**src/rtl/mahct_pkg.sv**
```systemverilog
// mahct_pkg: shared constants for the mac address chained hash table
// operation codes, field widths and parameter defaults
// no dependencies
`default_nettype none

package mahct_pkg;

  // parameter defaults
  localparam int unsigned POOL_NODES_DEF = 32;
  localparam int unsigned BUCKETS_DEF    = 16;

  // hash word: bytes 2..5 of the address
  localparam int unsigned HASH_BYTE_OFFSET = 2;
  localparam int unsigned HASH_BITS        = 32;
  localparam int unsigned HASH_LSB         = 8 * HASH_BYTE_OFFSET;

  // field widths
  localparam int unsigned FUNC_W   = 2;
  localparam int unsigned MAC_W    = 48;
  localparam int unsigned TAG_W    = 8;
  localparam int unsigned BKT_W    = 4;
  localparam int unsigned NODE_W   = 5;
  localparam int unsigned IN_DATA_W  = 64;
  localparam int unsigned OUT_DATA_W = 16;

  // input beat layout
  localparam int unsigned FUNC_LSB = 0;
  localparam int unsigned MAC_LSB  = FUNC_LSB + FUNC_W;
  localparam int unsigned TAG_LSB  = MAC_LSB + MAC_W;

  // result beat layout
  localparam int unsigned HIT_BIT  = 0;
  localparam int unsigned BKT_LSB  = HIT_BIT + 1;
  localparam int unsigned NODE_LSB = BKT_LSB + BKT_W;
  localparam int unsigned FULL_BIT = NODE_LSB + NODE_W;

  // operation codes
  localparam logic [FUNC_W-1:0] FUNC_LOOKUP = 2'd0;
  localparam logic [FUNC_W-1:0] FUNC_INSERT = 2'd1;
  localparam logic [FUNC_W-1:0] FUNC_CLEAR  = 2'd2;

endpackage

`default_nettype wire

```
**src/rtl/mahct_ram.sv**
```systemverilog
// mahct_ram: generic single write port, single read port ram
// registered read data, no reset on the array
// no dependencies
`default_nettype none

module mahct_ram #(
  parameter int unsigned WIDTH = 8,
  parameter int unsigned DEPTH = 16
) (
  input  wire logic                     clk_i,
  input  wire logic                     we_i,
  input  wire logic [$clog2(DEPTH)-1:0] waddr_i,
  input  wire logic [WIDTH-1:0]         wdata_i,
  input  wire logic [$clog2(DEPTH)-1:0] raddr_i,
  output      logic [WIDTH-1:0]         rdata_o
);

  logic [WIDTH-1:0] mem_q [DEPTH];
  logic [WIDTH-1:0] rdata_q;

  // write port
  always_ff @(posedge clk_i) begin
    if (we_i) begin
      mem_q[waddr_i] <= wdata_i;
    end
  end

  // registered read port
  always_ff @(posedge clk_i) begin
    rdata_q <= mem_q[raddr_i];
  end

  assign rdata_o = rdata_q;

endmodule

`default_nettype wire

```
**src/rtl/mahct_mod.sv**
```systemverilog
// mahct_mod: remainder of the 32-bit hash word by the bucket count
// reciprocal multiply, quotient fix-up and back-multiply, one step after another for each word
// depends on mahct_pkg
`default_nettype none

module mahct_mod #(
  parameter int unsigned BUCKETS = mahct_pkg::BUCKETS_DEF
) (
  input  wire logic                           clk_i,
  input  wire logic                           rst_ni,
  input  wire logic                           start_i,
  input  wire logic [mahct_pkg::HASH_BITS-1:0] word_i,
  output      logic                           busy_o,
  output      logic [$clog2(BUCKETS)-1:0]     rem_o
);

  localparam int unsigned HW  = mahct_pkg::HASH_BITS;
  localparam int unsigned BW  = $clog2(BUCKETS);
  localparam int unsigned QSH = BW - 1;
  // magic multiplier for unsigned division by the bucket count
  localparam logic [63:0] RECIP_W =
    ((((64'd1 << BW) - 64'(BUCKETS)) << HW) / 64'(BUCKETS)) + 64'd1;
  localparam logic [HW-1:0] RECIP   = RECIP_W[HW-1:0];
  localparam logic [HW-1:0] DIVISOR = HW'(BUCKETS);

  localparam logic [1:0] ST_IDLE = 2'd0;
  localparam logic [1:0] ST_MUL  = 2'd1;
  localparam logic [1:0] ST_QUO  = 2'd2;
  localparam logic [1:0] ST_REM  = 2'd3;

  logic [1:0]      stage_q, stage_d;
  logic [HW-1:0]   word_q, word_d;
  logic [HW-1:0]   hi_q, hi_d;
  logic [HW-1:0]   quo_q, quo_d;
  logic [BW-1:0]   rem_q, rem_d;
  logic [2*HW-1:0] prod;
  logic [HW-1:0]   fix;
  logic [HW-1:0]   back;
  logic [HW-1:0]   diff;

  // upper half of word times reciprocal
  assign prod = (2*HW)'(word_q) * (2*HW)'(RECIP);
  // quotient correction before the final shift
  assign fix  = hi_q + ((word_q - hi_q) >> 1);
  // remainder from the quotient
  assign back = quo_q * DIVISOR;
  assign diff = word_q - back;

  // stage sequencing
  always_comb begin
    stage_d = stage_q;
    word_d  = word_q;
    hi_d    = hi_q;
    quo_d   = quo_q;
    rem_d   = rem_q;
    if (start_i) begin
      stage_d = ST_MUL;
      word_d  = word_i;
    end else begin
      case (stage_q)
        ST_MUL: begin
          hi_d    = prod[2*HW-1:HW];
          stage_d = ST_QUO;
        end
        ST_QUO: begin
          quo_d   = fix >> QSH;
          stage_d = ST_REM;
        end
        ST_REM: begin
          rem_d   = diff[BW-1:0];
          stage_d = ST_IDLE;
        end
        default: begin
          stage_d = stage_q;
        end
      endcase
    end
  end

  always_ff @(posedge clk_i or negedge rst_ni) begin
    if (!rst_ni) begin
      stage_q <= ST_IDLE;
    end else begin
      stage_q <= stage_d;
    end
  end

  always_ff @(posedge clk_i) begin
    word_q <= word_d;
    hi_q   <= hi_d;
    quo_q  <= quo_d;
    rem_q  <= rem_d;
  end

  assign busy_o = (stage_q != ST_IDLE);
  assign rem_o  = rem_q;

endmodule

`default_nettype wire

```
**src/rtl/mac_address_chained_hash_table.sv**
```systemverilog
// mac_address_chained_hash_table: top level, sequencer, node pool and bucket rams
// depends on mahct_pkg, mahct_ram, mahct_mod
//
// channel   dir  beat fields (lsb first)
// s_axis    in   tdata: func[1:0], mac_addr[47:0], status_tag[7:0], zero pad to 64
// m_axis    out  tdata: hit, bucket_index[3:0], node_index[4:0], table_full, zero pad to 16
//
// lookup: accept the beat, run the remainder unit, take its remainder, read the bucket,
// read and compare each chain node, hand off the result. insert: as far as the bucket
// read, then a scan of up to POOL_NODES - 1 pool slots, a node write and, if the bucket
// had a chain, a link write; a zero tag skips to the result, as do clear and unknown codes.
// rst_ni empties the table at once through per-node and per-bucket valid bits.
// a stalled result sits in the output register; the next beat is taken meanwhile.
`default_nettype none

module mac_address_chained_hash_table #(
  parameter int unsigned POOL_NODES = mahct_pkg::POOL_NODES_DEF,
  parameter int unsigned BUCKETS    = mahct_pkg::BUCKETS_DEF
) (
  input  wire logic                              clk_i,
  input  wire logic                              rst_ni,
  input  wire logic                              s_axis_tvalid_i,
  output      logic                              s_axis_tready_o,
  // func[1:0], mac_addr[49:2], status_tag[57:50], zero [63:58]
  input  wire logic [mahct_pkg::IN_DATA_W-1:0]   s_axis_tdata_i,
  output      logic                              m_axis_tvalid_o,
  input  wire logic                              m_axis_tready_i,
  // hit[0], bucket_index[4:1], node_index[9:5], table_full[10], zero [15:11]
  output      logic [mahct_pkg::OUT_DATA_W-1:0]  m_axis_tdata_o
);

  localparam int unsigned NW = $clog2(POOL_NODES);
  localparam int unsigned BW = $clog2(BUCKETS);
  localparam int unsigned MW = mahct_pkg::MAC_W;
  localparam logic [NW:0] POOL_LIMIT = (NW + 1)'(POOL_NODES);
  localparam logic [NW-1:0] LAST_NODE = NW'(POOL_NODES - 1);

  localparam logic [3:0] S_IDLE     = 4'd0;
  localparam logic [3:0] S_HASH     = 4'd1;
  localparam logic [3:0] S_BKT      = 4'd2;
  localparam logic [3:0] S_SCAN     = 4'd3;
  localparam logic [3:0] S_INS_WR   = 4'd4;
  localparam logic [3:0] S_INS_LINK = 4'd5;
  localparam logic [3:0] S_WALK_RD  = 4'd6;
  localparam logic [3:0] S_WALK_CMP = 4'd7;
  localparam logic [3:0] S_DONE     = 4'd8;

  logic [3:0]                        state_q, state_d;
  logic [mahct_pkg::FUNC_W-1:0]      func_q, func_d;
  logic [MW-1:0]                     mac_q, mac_d;
  logic [mahct_pkg::TAG_W-1:0]       tag_q, tag_d;
  logic [BW-1:0]                     bkt_q, bkt_d;
  logic [NW-1:0]                     head_q, head_d;
  logic [NW-1:0]                     tail_q, tail_d;
  logic                              head_ok_q, head_ok_d;
  logic [NW-1:0]                     node_q, node_d;
  logic [NW-1:0]                     steps_q, steps_d;
  logic                              hit_q, hit_d;
  logic                              full_q, full_d;
  logic [POOL_NODES-1:0]             used_q, used_d;
  logic [BUCKETS-1:0]                bvalid_q, bvalid_d;
  logic                              out_valid_q, out_valid_d;
  logic [mahct_pkg::OUT_DATA_W-1:0]  out_data_q, out_data_d;

  logic                              in_beat;
  logic                              mod_start;
  logic                              mod_busy;
  logic [BW-1:0]                     mod_rem;
  logic                              addr_we;
  logic                              next_we;
  logic [NW-1:0]                     next_waddr;
  logic [NW-1:0]                     next_wdata;
  logic                              bkt_we;
  logic [2*NW-1:0]                   bkt_wdata;
  logic [MW-1:0]                     addr_rdata;
  logic [NW-1:0]                     next_rdata;
  logic [2*NW-1:0]                   bkt_rdata;
  logic [NW-1:0]                     rd_head;
  logic [31:0]                       bkt_ext;
  logic [31:0]                       node_ext;

  assign s_axis_tready_o = (state_q == S_IDLE);
  assign in_beat         = s_axis_tvalid_i && s_axis_tready_o;

  // remainder unit for the bucket number
  mahct_mod #(
    .BUCKETS (BUCKETS)
  ) u_mod (
    .clk_i   (clk_i),
    .rst_ni  (rst_ni),
    .start_i (mod_start),
    .word_i  (s_axis_tdata_i[mahct_pkg::MAC_LSB + mahct_pkg::HASH_LSB +:
                             mahct_pkg::HASH_BITS]),
    .busy_o  (mod_busy),
    .rem_o   (mod_rem)
  );

  // node address store
  mahct_ram #(
    .WIDTH (MW),
    .DEPTH (POOL_NODES)
  ) u_addr_ram (
    .clk_i   (clk_i),
    .we_i    (addr_we),
    .waddr_i (node_q),
    .wdata_i (mac_q),
    .raddr_i (node_q),
    .rdata_o (addr_rdata)
  );

  // node link store
  mahct_ram #(
    .WIDTH (NW),
    .DEPTH (POOL_NODES)
  ) u_next_ram (
    .clk_i   (clk_i),
    .we_i    (next_we),
    .waddr_i (next_waddr),
    .wdata_i (next_wdata),
    .raddr_i (node_q),
    .rdata_o (next_rdata)
  );

  // bucket head and tail store, head in the upper half
  mahct_ram #(
    .WIDTH (2 * NW),
    .DEPTH (BUCKETS)
  ) u_bkt_ram (
    .clk_i   (clk_i),
    .we_i    (bkt_we),
    .waddr_i (bkt_q),
    .wdata_i (bkt_wdata),
    .raddr_i (mod_rem),
    .rdata_o (bkt_rdata)
  );

  // a bucket not written since clear reads as empty
  assign rd_head = bvalid_q[bkt_q] ? bkt_rdata[2*NW-1:NW] : '0;

  assign bkt_ext  = 32'(bkt_q);
  assign node_ext = 32'(node_q);

  // sequencer
  always_comb begin
    state_d     = state_q;
    func_d      = func_q;
    mac_d       = mac_q;
    tag_d       = tag_q;
    bkt_d       = bkt_q;
    head_d      = head_q;
    tail_d      = tail_q;
    head_ok_d   = head_ok_q;
    node_d      = node_q;
    steps_d     = steps_q;
    hit_d       = hit_q;
    full_d      = full_q;
    used_d      = used_q;
    bvalid_d    = bvalid_q;
    out_valid_d = out_valid_q;
    out_data_d  = out_data_q;
    mod_start   = 1'b0;
    addr_we     = 1'b0;
    next_we     = 1'b0;
    next_waddr  = node_q;
    next_wdata  = '0;
    bkt_we      = 1'b0;
    bkt_wdata   = {(head_ok_q ? head_q : node_q), node_q};

    if (out_valid_q && m_axis_tready_i) begin
      out_valid_d = 1'b0;
    end

    case (state_q)
      S_IDLE: begin
        if (in_beat) begin
          func_d = s_axis_tdata_i[mahct_pkg::FUNC_LSB +: mahct_pkg::FUNC_W];
          mac_d  = s_axis_tdata_i[mahct_pkg::MAC_LSB +: MW];
          tag_d  = s_axis_tdata_i[mahct_pkg::TAG_LSB +: mahct_pkg::TAG_W];
          hit_d  = 1'b0;
          full_d = 1'b0;
          bkt_d  = '0;
          node_d = '0;
          case (func_d)
            mahct_pkg::FUNC_LOOKUP, mahct_pkg::FUNC_INSERT: begin
              mod_start = 1'b1;
              state_d   = S_HASH;
            end
            mahct_pkg::FUNC_CLEAR: begin
              used_d   = '0;
              bvalid_d = '0;
              state_d  = S_DONE;
            end
            default: begin
              state_d = S_DONE;
            end
          endcase
        end
      end
      S_HASH: begin
        if (!mod_busy) begin
          bkt_d   = mod_rem;
          state_d = S_BKT;
        end
      end
      S_BKT: begin
        head_d    = rd_head;
        tail_d    = bkt_rdata[NW-1:0];
        head_ok_d = (rd_head != '0);
        steps_d   = '0;
        if (func_q == mahct_pkg::FUNC_LOOKUP) begin
          if (rd_head == '0 || {1'b0, rd_head} >= POOL_LIMIT) begin
            node_d  = '0;
            state_d = S_DONE;
          end else begin
            node_d  = rd_head;
            state_d = S_WALK_RD;
          end
        end else if (tag_q == '0) begin
          node_d  = '0;
          state_d = S_DONE;
        end else begin
          node_d  = NW'(1);
          state_d = S_SCAN;
        end
      end
      // lowest free node from 1 upward
      S_SCAN: begin
        if (!used_q[node_q]) begin
          state_d = S_INS_WR;
        end else if (node_q == LAST_NODE) begin
          full_d  = 1'b1;
          node_d  = '0;
          state_d = S_DONE;
        end else begin
          node_d = node_q + NW'(1);
        end
      end
      S_INS_WR: begin
        addr_we          = 1'b1;
        next_we          = 1'b1;
        bkt_we           = 1'b1;
        used_d[node_q]   = 1'b1;
        bvalid_d[bkt_q]  = 1'b1;
        if (head_ok_q && {1'b0, tail_q} < POOL_LIMIT) begin
          state_d = S_INS_LINK;
        end else begin
          state_d = S_DONE;
        end
      end
      // append to the old tail
      S_INS_LINK: begin
        next_we    = 1'b1;
        next_waddr = tail_q;
        next_wdata = node_q;
        state_d    = S_DONE;
      end
      S_WALK_RD: begin
        state_d = S_WALK_CMP;
      end
      S_WALK_CMP: begin
        if (addr_rdata == mac_q) begin
          hit_d   = 1'b1;
          state_d = S_DONE;
        end else if (next_rdata == '0 || {1'b0, next_rdata} >= POOL_LIMIT ||
                     steps_q == LAST_NODE) begin
          node_d  = '0;
          state_d = S_DONE;
        end else begin
          node_d  = next_rdata;
          steps_d = steps_q + NW'(1);
          state_d = S_WALK_RD;
        end
      end
      S_DONE: begin
        if (!out_valid_q || m_axis_tready_i) begin
          out_valid_d = 1'b1;
          out_data_d  = '0;
          out_data_d[mahct_pkg::HIT_BIT]  = hit_q;
          out_data_d[mahct_pkg::BKT_LSB +: mahct_pkg::BKT_W]   =
            bkt_ext[mahct_pkg::BKT_W-1:0];
          out_data_d[mahct_pkg::NODE_LSB +: mahct_pkg::NODE_W] =
            node_ext[mahct_pkg::NODE_W-1:0];
          out_data_d[mahct_pkg::FULL_BIT] = full_q;
          state_d = S_IDLE;
        end
      end
      default: begin
        state_d = S_IDLE;
      end
    endcase
  end

  // control state
  always_ff @(posedge clk_i or negedge rst_ni) begin
    if (!rst_ni) begin
      state_q     <= S_IDLE;
      used_q      <= '0;
      bvalid_q    <= '0;
      out_valid_q <= 1'b0;
    end else begin
      state_q     <= state_d;
      used_q      <= used_d;
      bvalid_q    <= bvalid_d;
      out_valid_q <= out_valid_d;
    end
  end

  // payload and working registers
  always_ff @(posedge clk_i) begin
    func_q     <= func_d;
    mac_q      <= mac_d;
    tag_q      <= tag_d;
    bkt_q      <= bkt_d;
    head_q     <= head_d;
    tail_q     <= tail_d;
    head_ok_q  <= head_ok_d;
    node_q     <= node_d;
    steps_q    <= steps_d;
    hit_q      <= hit_d;
    full_q     <= full_d;
    out_data_q <= out_data_d;
  end

  assign m_axis_tvalid_o = out_valid_q;
  assign m_axis_tdata_o  = out_data_q;

endmodule

`default_nettype wire

```
**config.mk**
```make
export PLATFORM = sky130hd
export DESIGN_NAME = mac_address_chained_hash_table
export DESIGN_NICKNAME = d
export VERILOG_FILES = /design/src/rtl/mahct_pkg.sv /design/src/rtl/mahct_ram.sv /design/src/rtl/mahct_mod.sv /design/src/rtl/mac_address_chained_hash_table.sv
export SDC_FILE = /design/constraint.sdc
export NUM_CORES = 2
export LEC_CHECK = 0
export ABC_CLOCK_PERIOD_IN_PS = 8730
export BUFFER_PORTS_ARGS = -buffer_cell sky130_fd_sc_hd__buf_4
export CORE_ASPECT_RATIO = 0.7
export CORE_MARGIN = 5
export CORE_UTILIZATION = 61
export CTS_CLUSTER_SIZE = 10
export DETAILED_ROUTE_END_ITERATION = 10
export MAX_ROUTING_LAYER = met4
export PLACE_DENSITY = 0.77
export REMOVE_ABC_BUFFERS = 1
export SLEW_MARGIN = 10
export SYNTH_ARGS = -nofsm -noshare
export SYNTH_HDL_FRONTEND = slang
export SYNTH_SLANG_ARGS = --single-unit
```
**constraint.sdc**
```tcl
create_clock -name clk_i -period 8.73 [get_ports clk_i]
set_input_delay 2.619 -clock clk_i [delete_from_list [all_inputs] [get_ports clk_i]]
set_output_delay 2.619 -clock clk_i [all_outputs]
set_load 0.01 [all_outputs]
```
**After elaboration in Yosys (flattened, before gate mapping)**

Memory sizes are Yosys's and may differ from the RTL's. A register that Yosys moved wholly into a read port is not among the register bits.
Index checks and enable logic that the tools add are counted.

- Memories: 3
- Flip-flop bits (word level): 159
- Output and inout port bits: 18
- Bits in writable memories: 1,856

Memory list:

| memory | depth | bits a word | read ports | clocked after Yosys merged registers in | wr ports | line | RTL |
|---|---|---|---|---|---|---|---|
| u_addr_ram.mem_q | 32 | 48 | 1 | 1 | 1 | mahct_ram.sv:18 | `logic [WIDTH-1:0] mem_q [DEPTH];` |
| u_bkt_ram.mem_q | 16 | 10 | 1 | 1 | 1 | mahct_ram.sv:18 |  |
| u_next_ram.mem_q | 32 | 5 | 1 | 1 | 1 | mahct_ram.sv:18 |  |

- Muxes and demuxes: 66
- Equality and inequality tests: 26
- Bitwise logic cells: 3
- $add $sub $neg: 3
- Reduce and logical (&&, ||, !) cells: 34
- Order comparisons: 4

Operators with widths:

| operator | count |
|---|---|
| $mux 5 | 13 |
| $mux 32 | 2 |
| $pmux 32 s2 | 1 |
| $mux 4 | 14 |
| $eq 48x48->1 | 1 |
| $pmux 4 s9 | 1 |
| $mux 16 | 2 |
| $or 32x32->32 | 1 |
| $pmux 16 s2 | 1 |
| $mux 1 | 21 |
| $pmux 5 s4 | 1 |
| $eq 4x3->1 const B | 4 |
| $or 16x16->16 | 1 |
| $ne 2x2->1 const B | 7 |
| $reduce_and 3->1 | 4 |
| $reduce_and 4->1 | 3 |
| $reduce_bool 2->1 | 6 |
| $add 5x1->5 const B | 2 |
| $eq 5x5->1 const B | 2 |
| $logic_not 5->1 | 2 |
| $pmux 5 s2 | 1 |
| $eq 4x2->1 const B | 2 |
| $logic_not 8->1 | 1 |
| $pmux 4 s2 | 1 |
| other kinds (28) | 42 |

**Depth between registers and ports, before layout**

- Word-level depth: 7
- Gate-level depth with buffers: 9
- Depth with buffers taken out: 8

**Hierarchy**

Synthesis repeated with hierarchy kept, for this count alone.

- Cells, all modules: 4,485
- Area total of the unflattened synthesis: 80,682.4 sq um

Modules (own cells, without submodules):

| module | times used | sequential area each (sq um) | cells each | area each (sq um) |
|---|---|---|---|---|
| mahct_ram (u_addr_ram) | 1 | 47,085.2 | 3,364 | 60,724.5 |
| mac_address_chained_hash_table | 1 | 4,209.0 | 542 | 6,860.3 |
| mahct_ram (u_bkt_ram) | 1 | 5,004.8 | 279 | 6,353.6 |
| mahct_ram (u_next_ram) | 1 | 4,904.7 | 277 | 6,344.8 |
| mahct_mod | 1 | 290.3 | 23 | 399.1 |

**Worst setup path after synthesis**

Ideal clock, no wire load.

- Path type: in2reg
- Start point: input s_axis_tvalid_i
- End point: register func_q[0] (netlist bit) (enable)
- Arrival time: 3,834 ps
- Stages on the path: 2
- Required time: 8,318 ps
- Setup slack: 4,484 ps
- Buffers on the path: 0
- Cell sequence: nand2_2 > inv_1

- Cells in the longest elaborated chain, start to end: 2

Ends and longest elaborated chain:

| what | line | RTL |
|---|---|---|
| start: declaration | mac_address_chained_hash_table.sv:22 | `input wire logic s_axis_tvalid_i,` |
| $logic_and 1x1->1 | mac_address_chained_hash_table.sv:83 | `assign in_beat = s_axis_tvalid_i && s_axis_tready_o;` |
| $reduce_and 2->1 (no source line) | -- |  |
| end signal: assignment | mac_address_chained_hash_table.sv:310 | `func_q <= func_d;` |
| end: declaration | mac_address_chained_hash_table.sv:49 | `logic [mahct_pkg::FUNC_W-1:0] func_q, func_d;` |

Every way passes these cells.
A chain may end at the register's enable or synchronous reset.

**Final worst setup path**

- Start point: register state_q[0]
- End point: output s_axis_tready_o

- Cells in the longest elaborated chain, start to end: 1

Ends and longest elaborated chain:

| what | line | RTL |
|---|---|---|
| start: declaration | mac_address_chained_hash_table.sv:48 | `logic [3:0] state_q, state_d;` |
| start signal: assignment | mac_address_chained_hash_table.sv:301 | `state_q <= state_d;` |
| $logic_not 4->1 | mac_address_chained_hash_table.sv:82 | `assign s_axis_tready_o = (state_q == S_IDLE);` |
| end: declaration | mac_address_chained_hash_table.sv:23 | `output logic s_axis_tready_o,` |

Every way passes these cells.

==> metrics <==
CP top delay family flip-flops; Synth Area in Compound Gates 2.94%; Reg2Reg Setup Slack 4.35 ns; FFs w/ async S/R, synth 2.65%; number of fillers in the final layout 7201; clock tree buffer depth 3; crit-path cells nor2_1 -> nand2_1 -> inv_2 -> buf_4; all-layer global routing usage 28.9%; MaxCap Viol Count 0; worst path required time 6.11 ns; Slowest cell on crit path dfrtp_1; crit path to s_axis_tready_o; die area 0.135 mm^2; Synth Register Bits 2078; TritonRoute pass-1 iters 7; largest net degree at the start of global routing 166; final hold vios 0; post-DP HPWL 87.2 mm; shortest period the worst path allows 4.78 ns; core area 0.126 mm^2; CP max FO 27; Main synth FF type edfxtp_1; via count 38208; Die Y-Extent 309 um; crit path buf inv count 2; Critical path origin state_q[0]$_DFFE_PN0P_; Final nets 3728; Cells after Synth 3431; drt drc 0; CP Capture Type primary output; first-pass GRT wire length 271 mm; # clock sinks 2078; Final Skew 0.0302 ns; Layout area overhead 12.2%; worst setup path class flop to primary output; share of cells above drive strength 1 24.8%; M1 GR Usage 41.8%; PD cells 296 mW/mm^2; Root Buffer clkbuf_16; CTS tree done; Final Setup Violations 0; Data arrival, critical path 2.16 ns; Antenna Nets Post-Route 0; post-CTS setup buffer count 0; initial antenna violation count 5; port bufs 74; simple-gate share of the synthesized area 1.93%; reg2reg end node_q[1]$_DFFE_PP_; EDFF count, synth 1960; Lkg Pwr 0.0280 uW; Avg WL per Cell 33.8 um; Final Util 69.0%; Initial DRC Count 5883; vias in the first global route 38870; worst skew pair latency 0.83 ns; Yosys cell types 63; die width 437 um; # IOs 86; Sw Share 27.0%; reg2reg path depth 8; Max VDD drop 0.268 mV; M3 GR Usage 6.42%; largest family of logic cells by synthesized area multiplexers; synth warn 0; Initial Util 61.5%; busiest grt layer met2; H-tree depth 4; P_sw 6960 uW; hold crit path type flop to flop; Critical Path Source Type flop; Final Cycle Share 54.8%; Rows 109; post-synthesis xor/xnor area fraction 0.597%; routability cong. 0.799; Sequential Power Share 47.3%; RSZ-0062 raised after global routing no; fmax 209 MHz; status finished clean; Worst R2R Start node_q[0]$_DFFE_PP_; Clock Pin Slew Worst Setup and Hold Paths 0.05 ns; Hold-fix buffers, CTS 0; post-synthesis mux area share 14.2%; Internal 18800 uW; setup TNS 0 ns; Seq/Total Area, Yosys 79.1%; Cell Area, Placed 0.0806 mm^2; Num CTS Buffers 226; slowest stage delay, CP 0.86 ns; final WL 186 mm; Syn Area/Cell 22.7 um^2; Clk pwr share 33.4%; DR vias/cell 6.95; Slew @ Worst Pin 1.27 ns; grt met2 use 42.4%; fin. max-slew vios 0; remaining global-route overflow 0; area of the mapped netlist 0.0777 mm^2; post_cts resized 0; Synth Area in Adders 0.113%; Crit path depth 4; Comb pwr share 19.3%; max_slew headroom 15.2%; final instance area 0.0872 mm^2
[state kept, by name (all words and copies together) (netlist names), 8 cells and up]
signal,flops
u_addr_ram.mem_q,1536
u_bkt_ram.mem_q,160
u_next_ram.mem_q,160
mac_q,48
u_addr_ram.rdata_o,48
used_q,32
bvalid_q,16
m_axis_tdata_o,11
u_bkt_ram.rdata_o,10
tag_q,8
[worst min-delay path by stage]
| stage | start | endpoint | slack (ns) | depth (start not counted) |
|---|---|---|---|---|
| detailed placement | u_bkt_ram.rdata_o[0]$_DFF_P_ | tail_q[0]$_DFFE_PP_ | 0.40 | 0 |
| CTS | u_bkt_ram.rdata_o[0]$_DFF_P_ | tail_q[0]$_DFFE_PP_ | 0.42 | 0 |
| global placement | u_bkt_ram.rdata_o[2]$_DFF_P_ | tail_q[2]$_DFFE_PP_ | 0.39 | 0 |
| floorplan | u_bkt_ram.rdata_o[0]$_DFF_P_ | tail_q[0]$_DFFE_PP_ | 0.39 | 0 |
| finish | u_mod.word_q[3]$_DFFE_PP_ | u_mod.rem_o[3]$_DFFE_PP_ | 0.42 | 0 |
| global route | u_bkt_ram.rdata_o[0]$_DFF_P_ | tail_q[0]$_DFFE_PP_ | 0.44 | 0 |
[layer usage]
layer,wire length (um),vias up
li1,-,14991
met1,70100,19849
met2,86400,2948
met3,23700,420
met4,5880,0
met5,0,-
[stage by stage]
step / cells / power (uW) / worst slack, ns / hold slack (ns)
after floorplan: 3255 / 16600 / -11.58 / 0.386
after global placement: 5090 / 17200 / 4.23 / 0.395
after detailed placement: 5090 / 17300 / 4.17 / 0.403
after CTS: 5492 / 25900 / 3.90 / 0.416
after global routing: 5495 / 26700 / 3.78 / 0.435
final: 5495 / 25800 / 3.95 / 0.417
[power groups by stage]
stage	logic, uW	registers (uW)	clock network [uW]
after floorplan	3820	12800	0
after global placement	4830	12400	0
after detailed placement	4930	12400	0
after CTS	5010	12200	8700
after global routing	5310	12300	9170
final	4990	12200	8610
[final cells by class]
type / count / area (um^2) / area share, %
Antenna cell: 3 / 7.51 / 0.00861
Clock buffer: 390 / 6400 / 7.34
Clock inverter: 12 / 161 / 0.185
Inverter: 10 / 40.0 / 0.0459
Multi-Input combinational cell: 1167 / 15700 / 18.0
Sequential cell: 2078 / 61500 / 70.5
Tap cell: 1665 / 2080 / 2.39
Timing Repair Buffer: 170 / 1340 / 1.54
[cell usage after synthesis, types with 11 or more instances]
library cell / number / share of area (%)
edfxtp_1: 1960 / 76
mux4_2: 477 / 14
a22oi_1: 213 / 2.1
nor2_1: 107 / 0.52
buf_2: 86 / 0.55
nand4_1: 65 / 0.52
dfxtp_1: 63 / 1.6
clkbuf_1: 59 / 0.28
dfrtp_1: 55 / 1.8
xnor2_1: 52 / 0.59
a21o_1: 49 / 0.47
nand2_1: 35 / 0.17
buf_1: 23 / 0.11
mux2i_1: 16 / 0.21
and2_1: 14 / 0.11
o21ai_0: 12 / 0.077
nor3_1: 11 / 0.071
[logic make-up after synthesis]
group,count (synthesis)
adders and majority gates,7
muxes,500
other,1
DFF,2078
buffers and inverters,190
xor gates and xnor gates,53
and+or+nand+nor,292
AOI/OAI and AO/OA,310
[layout by cell type (no fill, tap or decap), types with 3 or more instances in the layout]
cell type / count
edfxtp_1: 1960
mux4_2: 477
clkbuf_16: 231
a22oi_1: 213
buf_4: 165
clkbuf_1: 157
nor2_1: 69
nand4_1: 65
dfxtp_1: 63
dfrtp_1: 55
xnor2_1: 52
a21o_1: 49
nor2_4: 38
nand2_1: 35
mux2i_1: 16
and2_1: 14
o21ai_0: 12
nand2b_1: 9
nor3_1: 9
nand3_1: 9
inv_1: 8
o21ai_1: 8
and3_1: 7
a21oi_1: 7
ha_1: 7
inv_6: 7
nor4_1: 6
nand3b_1: 6
o22ai_1: 5
conb_1: 5
buf_12: 5
a221o_1: 4
nor2b_1: 4
diode_2: 3
nor3_2: 3
mux4_1: 3
mux2_2: 3
or2_1: 3
Power figures use the tool's default switching activity.
